[config.mk]
export PLATFORM = sky130hd
export DESIGN_NAME = tcw_ctrl
export DESIGN_NICKNAME = d
export VERILOG_FILES = /design/src/tcw_pkg.sv /design/src/tcw_ctrl.sv
export SDC_FILE = /design/constraint.sdc
export NUM_CORES = 1
export LEC_CHECK = 0
export ABC_AREA = 1
export BUFFER_PORTS_ARGS = -buffer_cell sky130_fd_sc_hd__buf_2
export CAP_MARGIN = 20
export CELL_PAD_IN_SITES_DETAIL_PLACEMENT = 0
export CELL_PAD_IN_SITES_GLOBAL_PLACEMENT = 1
export CORE_MARGIN = 1
export CORE_UTILIZATION = 33
export DETAILED_ROUTE_END_ITERATION = 8
export GPL_ROUTABILITY_DRIVEN = 1
export PLACE_DENSITY_LB_ADDON = 0.1
export SYNTH_ARGS = -nofsm -noshare
export SYNTH_HDL_FRONTEND = slang
export SYNTH_SLANG_ARGS = --single-unit
[constraint.sdc]
create_clock -name clk -period 2.2 [get_ports clk]
set_input_delay 0.44 -clock clk [delete_from_list [all_inputs] [get_ports clk]]
set_output_delay 0.44 -clock clk [all_outputs]
set_load 0.005 [all_outputs]
[src/tcw_pkg.sv]
// ----------------------------------------------------------------------------
// tcw_pkg: shared types and constants of the text console writer
// Screen geometry, cell layout, character codes, register indexes, the
// sequencer states and the result bundle passed from the sequencer to the top.
// ----------------------------------------------------------------------------
package tcw_pkg;

	localparam int COLUMNS    = 80;
	localparam int ROWS_COUNT = 25;
	localparam int CELL_COUNT = COLUMNS * ROWS_COUNT;

	localparam int COL_W      = $clog2(COLUMNS);
	localparam int ROW_W      = $clog2(ROWS_COUNT);
	localparam int ADDR_W     = 11;
	localparam int CHAR_W     = 8;
	localparam int COLOUR_W   = 8;
	localparam int NIBBLE_W   = 4;
	localparam int CELL_W     = CHAR_W + COLOUR_W;
	localparam int CFG_IDX_W  = 1;
	localparam int CFG_DATA_W = NIBBLE_W;

	localparam logic [CHAR_W-1:0]   NEWLINE_CODE = 8'd10;
	localparam logic [CHAR_W-1:0]   NUL_CODE     = 8'd0;
	localparam logic [CHAR_W-1:0]   SPACE_CODE   = 8'd32;
	localparam logic [COLOUR_W-1:0] RESET_COLOUR = 8'h0A;
	localparam logic [NIBBLE_W-1:0] FG_RESET     = 4'd10;
	localparam logic [NIBBLE_W-1:0] BG_RESET     = 4'd0;

	localparam logic [CFG_IDX_W-1:0] CFG_FOREGROUND = 1'b0;
	localparam logic [CFG_IDX_W-1:0] CFG_BACKGROUND = 1'b1;

	localparam logic OP_PUT  = 1'b0;
	localparam logic OP_READ = 1'b1;

	typedef enum logic [2:0] {
		ST_CLEAR,
		ST_IDLE,
		ST_SCROLL,
		ST_DRAIN,
		ST_FINISH
	} state_t;

	typedef struct packed {
		logic              valid;
		logic              rd_hit;
		logic [ADDR_W-1:0] offset;
	} result_t;

endpackage

[src/tcw_ctrl.sv]
// ----------------------------------------------------------------------------
// tcw_ctrl: sequencer of the text console writer
// Holds the cursor and the colour registers, runs the clearing pass after
// reset, handles put and read transactions and steps the scroll copy through
// the single RAM port pair, one cell per cycle.
// ----------------------------------------------------------------------------
module tcw_ctrl import tcw_pkg::*; (
	input  logic                  clk,
	input  logic                  arst_n,
	input  logic                  start,
	output logic                  busy,
	input  logic                  operation,
	input  logic [CHAR_W-1:0]     char_code,
	input  logic [ADDR_W-1:0]     cell_index,
	input  logic                  cfg_we,
	input  logic [CFG_IDX_W-1:0]  cfg_index,
	input  logic [CFG_DATA_W-1:0] cfg_data,
	output logic                  mem_we,
	output logic [ADDR_W-1:0]     mem_waddr,
	output logic [CELL_W-1:0]     mem_wdata,
	output logic [ADDR_W-1:0]     mem_raddr,
	input  logic [CELL_W-1:0]     mem_rdata,
	output result_t               res
);

	state_t               state_q, state_d;
	logic [COL_W-1:0]     col_q, col_d;
	logic [ROW_W-1:0]     row_q, row_d;
	logic [ADDR_W-1:0]    addr_q, addr_d;
	logic                 rd_hit_q, rd_hit_d;
	logic [NIBBLE_W-1:0]  fg_q, bg_q;
	logic                 vld_s1, blank_s1;
	logic [ADDR_W-1:0]    addr_s1;

	logic [COLOUR_W-1:0]  colour;
	logic [ADDR_W-1:0]    cur_off;
	logic [COL_W:0]       col_inc;
	logic [ROW_W:0]       row_inc;
	logic                 col_wrap, row_ovf, next_row, accept;

	assign colour   = {bg_q, fg_q};
	assign cur_off  = ADDR_W'(ADDR_W'(row_q) * ADDR_W'(COLUMNS)) + ADDR_W'(col_q);
	assign col_inc  = {1'b0, col_q} + (COL_W+1)'(1);
	assign row_inc  = {1'b0, row_q} + (ROW_W+1)'(1);
	assign col_wrap = (col_inc == (COL_W+1)'(COLUMNS));
	assign row_ovf  = (row_inc == (ROW_W+1)'(ROWS_COUNT));
	assign busy     = (state_q != ST_IDLE);
	assign accept   = start && !busy;

	assign res.valid  = (state_q == ST_FINISH);
	assign res.rd_hit = rd_hit_q;
	assign res.offset = cur_off;

	always_ff @(posedge clk or negedge arst_n) begin
		if (!arst_n) begin
			state_q  <= ST_CLEAR;
			col_q    <= '0;
			row_q    <= '0;
			addr_q   <= '0;
			rd_hit_q <= 1'b0;
			vld_s1   <= 1'b0;
			fg_q     <= FG_RESET;
			bg_q     <= BG_RESET;
		end else begin
			state_q  <= state_d;
			col_q    <= col_d;
			row_q    <= row_d;
			addr_q   <= addr_d;
			rd_hit_q <= rd_hit_d;
			vld_s1   <= (state_q == ST_SCROLL);
			if (cfg_we) begin
				unique case (cfg_index)
					CFG_FOREGROUND: fg_q <= cfg_data;
					CFG_BACKGROUND: bg_q <= cfg_data;
					default: ;
				endcase
			end
		end
	end

	// scroll pipeline: the write follows the read of the row below in the next cycle
	always_ff @(posedge clk) begin
		addr_s1  <= addr_q;
		blank_s1 <= (addr_q >= ADDR_W'(CELL_COUNT - COLUMNS));
	end

	always_comb begin
		state_d   = state_q;
		col_d     = col_q;
		row_d     = row_q;
		addr_d    = addr_q;
		rd_hit_d  = rd_hit_q;
		mem_we    = 1'b0;
		mem_waddr = cur_off;
		mem_wdata = {char_code, colour};
		mem_raddr = cell_index;
		next_row  = 1'b0;

		unique case (state_q)
			ST_CLEAR: begin
				mem_we    = 1'b1;
				mem_waddr = addr_q;
				mem_wdata = {SPACE_CODE, RESET_COLOUR};
				if (addr_q == ADDR_W'(CELL_COUNT - 1)) begin
					addr_d  = '0;
					state_d = ST_IDLE;
				end else begin
					addr_d = addr_q + ADDR_W'(1);
				end
			end
			ST_IDLE: begin
				if (accept) begin
					if (operation == OP_READ) begin
						rd_hit_d = (cell_index < ADDR_W'(CELL_COUNT));
					end else begin
						rd_hit_d = 1'b0;
						if (char_code == NEWLINE_CODE) begin
							col_d    = '0;
							next_row = 1'b1;
						end else if (char_code != NUL_CODE) begin
							mem_we = 1'b1;
							if (col_wrap) begin
								col_d    = '0;
								next_row = 1'b1;
							end else begin
								col_d = col_inc[COL_W-1:0];
							end
						end
						if (next_row) begin
							row_d = row_inc[ROW_W-1:0];
						end
					end
					if (next_row && row_ovf) begin
						// keep the cursor on the last row and scroll
						row_d   = ROW_W'(ROWS_COUNT - 1);
						addr_d  = '0;
						state_d = ST_SCROLL;
					end else begin
						state_d = ST_FINISH;
					end
				end
			end
			ST_SCROLL: begin
				mem_raddr = ADDR_W'({1'b0, addr_q} + (ADDR_W+1)'(COLUMNS));
				if (addr_q == ADDR_W'(CELL_COUNT - 1)) begin
					addr_d  = '0;
					state_d = ST_DRAIN;
				end else begin
					addr_d = addr_q + ADDR_W'(1);
				end
			end
			ST_DRAIN: begin
				state_d = ST_FINISH;
			end
			ST_FINISH: begin
				state_d = ST_IDLE;
			end
			default: begin
				state_d = ST_IDLE;
			end
		endcase

		// copy a cell up one row, or blank it on the bottom row
		if (vld_s1) begin
			mem_we    = 1'b1;
			mem_waddr = addr_s1;
			mem_wdata = blank_s1 ? {SPACE_CODE, colour} : mem_rdata;
		end
	end

endmodule

Word level (Yosys, flattened, before mapping)
Cells that the tools add are included.
{"block": "word_totals", "ff_bits": 48, "word_cells": 87}
{"block": "op_classes", "add_sub_neg": 5, "n_mul": 1, "n_lt_le_gt_ge": 2, "eq_ne": 14, "mux": 37, "n_bitwise": 2, "n_reduce_logical": 16}
{"operator": "11-bit 2-to-1 mux", "n": 6}
{"operator": "16-bit 2-to-1 mux", "n": 3}
{"operator": "11-bit one-hot mux with 2 select lines", "n": 1}
{"operator": "7-bit 2-to-1 mux", "n": 3}
{"operator": "1-bit 2-to-1 mux", "n": 15}
{"operator": "5-bit 2-to-1 mux", "n": 3}
{"operator": "3-bit 2-to-1 mux", "n": 4}
{"operator": "3-bit one-hot mux with 4 select lines", "n": 1}
{"operator": "11-bit by 1-bit adder with 11-bit output (second input constant)", "n": 1}
{"operator": "11-bit by 7-bit adder with 11-bit output", "n": 1}
{"operator": "11-bit by 7-bit adder with 11-bit output (second input constant)", "n": 1}
{"operator": "11-bit == test (second input constant)", "n": 1}
{"operator": "11-bit >= comparator (second input constant)", "n": 1}
{"operator": "11-bit less-than comparator (second input constant)", "n": 1}
{"operator": "7-bit by 1-bit adder with 8-bit output (second input constant)", "n": 1}
{"operator": "8-bit by 4-bit == test with 1-bit output (second input constant)", "n": 1}
{"operator": "8-bit by 7-bit == test with 1-bit output (second input constant)", "n": 1}
{"operator": "4-bit AND reduction", "n": 2}
{"operator": "8-bit nonzero test", "n": 1}
{"operator": "5-bit by 3-bit multiplier with 7-bit output (second input constant)", "n": 1}
{"operator": "5-bit by 1-bit adder with 6-bit output (second input constant)", "n": 1}
{"operator": "3-bit by 2-bit == test with 1-bit output (second input constant)", "n": 2}
{"operator": "6-bit by 5-bit == test with 1-bit output (second input constant)", "n": 1}
{"operator": "2-bit != test (second input constant)", "n": 3}
{"operator": "other kinds (13)", "n": 21}

Depth between registers and ports, before layout
{"block": "logic_depth", "ltp_word": 15, "ltp_mapped": 15}

Least setup slack after synthesis
Ideal clock, no wire load.
{"block": "synth_timing", "path_kind": "register to output", "start": "register row_q[1]", "end": "output mem_waddr[9]", "arrival_ps": 1986, "t_required_ps": 1760, "setup_slack_ps": -226, "path_stages_with_launch": 10, "path_cell_list": "dfrtp_1 -> ha_1 -> ha_1 -> inv_1 -> fa_1 -> inv_1 -> nand3_1 -> xor2_1 -> nor2_1 -> o21ai_0"}
{"item": "from (decl)", "line_no": "tcw_ctrl.sv:28", "text": "logic [ROW_W-1:0] row_q, row_d;"}
{"item": "from (signal assigned)", "line_no": "tcw_ctrl.sv:67", "text": "row_q <= row_d;"}
{"item": "to (decl)", "line_no": "tcw_ctrl.sv:19", "text": "output logic [ADDR_W-1:0] mem_waddr,"}

Final worst setup path
{"block": "layout_timing", "start": "register row_q[3]", "end": "output mem_waddr[10]"}
{"block": "layout_via", "elab_chain_len": 4}
{"item": "5-bit by 3-bit multiplier with 7-bit output", "line_no": "tcw_ctrl.sv:42", "text": "assign cur_off = ADDR_W'(ADDR_W'(row_q) * ADDR_W'(COLUMNS)) + ADDR_W'(col_q);"}
{"item": "11-bit by 7-bit adder with 11-bit output", "line_no": "tcw_ctrl.sv:42"}
{"item": "11-bit 2-to-1 mux", "line_no": "tcw_ctrl.sv:99", "text": "unique case (state_q)"}
{"item": "11-bit 2-to-1 mux", "line_no": "tcw_ctrl.sv:164", "text": "if (vld_s1) begin"}
Every way passes these cells.

==> metrics.yaml <==
sta:
  drv_slew: 0
  worstMarginPinSlew_ps: 405
  fin_ws_ps: -554
  timing.final.crit_share: 1.25
  fin_crit_ps: 2750
  rsz0062_at_grt: "yes"
  max_freq_mhz: 363
  skew_ps: 5.42
  setup_violations: 12
  timing.slew.headroom: 0.730
  hold_violations: 0
worst_setup_path:
  r2r-end: "addr_q[5]$_DFFE_PN0P_"
  start_kind: "register"
  crit_start: "row_q[3]$_DFFE_PN0P_"
  critical_path_class: "register to output pin"
  r2r-start: "row_q[0]$_DFFE_PN0P_"
  path_max_fanout: 2
  cp.required_ps: 1760
  end_kind: "output pin"
  ff2ff_setup_slack_ps: 140
  cp.arrival_ps: 2310
  reg2reg_depth: 14
clock_network:
  clock-sinks: 48
  cts_tree: "yes"
  cts_hold_buf: 0
  htree_levels: 2
  cts_max_path_buffers: 2
  clk-insertion-delay-late_ps: 300
  clk_pin_slew_ps: 90
  root_buffer: "clkbuf_8"
  cts_buffers: 5
logic_synthesis:
  synth_nets: 534
  synth.avg_cell_area_sq_um: 7.07
  synth_top_family_by_area: "simple AND/OR/NAND/NOR gates"
  ys_seq_area_frac: 0.343
  synth_compound_area_frac: 0.125
  synth_area_sq_um: 3330
  syn_inst: 471
  yosys.area_share.simple: 0.319
  ys_seq_elements: 48
  ys_warn_count: 0
  ys.flop_type: "dfrtp_1"
  yosysUniqueCellTypes: 36
  synth_xor_area_frac: 0.0394
  synth_fa_ha_area_frac: 0.0721
  async_reset_ff_frac: 0.750
  synth.area.mux_share: 0
  synth_edf_count: 0
die:
  dieArea_sq_um: 10500
  ioPinCount: 98
  core_sq_um: 9770
  die_y_um: 102
  rows: 36
  die_x_um: 102
  start_util: 0.341
power:
  combPwrFrac: 0.582
  pwr-share-seq: 0.307
  p_switching_uw: 2150
  p_sw_frac: 0.436
  p_leak_uw: 0.00233
  cellPowerDensity_nw_per_um2: 1080
  internal-power_uw: 2780
  clockPowerShare: 0.110
  vdd_drop_max_mv: 0.435
grt:
  first_global_vias: 3066
  grt_overflow_total: 0
  track_usage: 0.186
  grt_max_degree: 21
  antenna_found_initial: 0
  grt_pass1_wl_um: 15000
drt:
  drc: 0
  antenna_left: 0
  vias: 3364
  via_per_inst: 4.60
  wire_per_inst_um: 12.9
  first_iter_violations: 98
  firstDrtPassIters: 4
  routed_wl_um: 9430
final_layout:
  antennaDiodeCount: 0
  fin_cells: 732
  final_cell_mix: "nand2_1 (131), buf_2 (92), inv_1 (49)"
  area_growth_pct: 36.7
  layout_commonest_cell: "nand2_1"
  nNetsFinal: 661
  drive_above_1_share: 0.372
  finalInstanceArea_sq_um: 4560
status:
  violations: "negative setup slack"
  status: "finished, violations left"
place:
  place_area_sq_um: 4160
  placed_cells: 719
  hpwl_um: 7560
  gp_congestion: 0.824
  port-buffer-count: 97
hold_path:
  min_path_type: "primary input to asynchronous set/reset pin"
flow_run:
  cap_violations: 0
==> cell usage after synthesis, types with 6 or more instances <==
library cell	count	area, sq um
nand4_1	14	87.6
ha_1	16	200
nand2_1	132	495
a21oi_1	14	70.1
dfrtp_1	34	851
a31oi_1	9	56.3
inv_1	58	218
nand3_1	16	80.1
xor2_1	12	105
o21ai_0	44	220
nand2_2	17	106
dfxtp_1	12	240
nor2_1	32	120
buf_4	6	45.0
clkbuf_1	6	22.5
==> cell families (layout without fill, tap and decap cells) <==
family,count (synthesis),in the layout
and+or+nand+nor,233,233
AOI/OAI and AO/OA,77,77
xor gates and xnor gates,15,15
adders and majority gates,18,18
DFF,48,48
buffers and inverters,80,208
==> registers in the layout, summed over array words and instances (netlist names) <==
signal	cells
blank_s1	1
addr_s1	11
bg_q	4
fg_q	4
col_q	7
vld_s1	1
rd_hit_q	1
addr_q	11
state_q	3
row_q	5
==> worst max path at each step <==
stage / endpoint / slack [ps]
6_report: mem_waddr[10] / -550
2_1_floorplan: mem_waddr[9] / -190
3_3_place_gp: mem_waddr[8] / -290
5_1_grt: res[10] / -710
4_1_cts: mem_waddr[10] / -600
3_5_place_dp: mem_waddr[8] / -310
==> power by group through the flow <==
stage          clock network, uW  registers (uW)  logic [uW]
6_report                     543            1520        2870
5_1_grt                      609            1580        3220
3_5_place_dp                   0            1510        2530
4_1_cts                      569            1500        2710
3_3_place_gp                   0            1490        2520
2_1_floorplan                  0            1430        1580
==> layer usage <==
metal / global-route usage / up-vias / wire (um)
li1: - / 1752 / -
met1: 0.252 / 1550 / 4410
met2: 0.317 / 58 / 4720
met3: 0.0233 / 4 / 234
met4: 0.0396 / 0 / 59
met5: 0 / - / 0
==> layout make-up <==
type	count	area (sq um)
fillers	1047	5220
multi-input cells	343	2060
flip-flops and latches	48	1150
repair buffers	138	851
inverters	62	238
well taps	133	166
clock buffers	6	82.6
clock inverters	2	10.0
==> metrics by stage <==
step | util | total power (uW) | hold WS (ps) | setup WS, ps | setup TNS, ps
2_1_floorplan | - | 3010 | 144 | -187 | -500
4_1_cts | 0.447 | 4780 | 69.1 | -602 | -4640
5_1_grt | 0.466 | 5410 | 76.7 | -710 | -5410
6_report | 0.466 | 4930 | 55.7 | -554 | -4180
3_3_place_gp | 0.426 | 4010 | 401 | -291 | -1410
3_5_place_dp | 0.426 | 4040 | 399 | -312 | -1790
==> worst max-delay path, stage by stage, from the launching register on <==
cell and delay [ps]:
dfrtp_1 420, ha_4 290, ha_4 120, inv_2 30
fa_2 330, xor2_1 160, nand3b_1 180, xor2_1 170
o211ai_1 180, buf_2 140
==> repair_timing <==
| item | CTS | global route |
|---|---|---|
| setup buffers | 6 | 4 |
| endpoints found under the setup margin | 26 | 51 |
| resized for setup | 23 | 35 |
| pin swaps | 12 | 13 |
No activity file was read; power rests on OpenSTA's default activity.
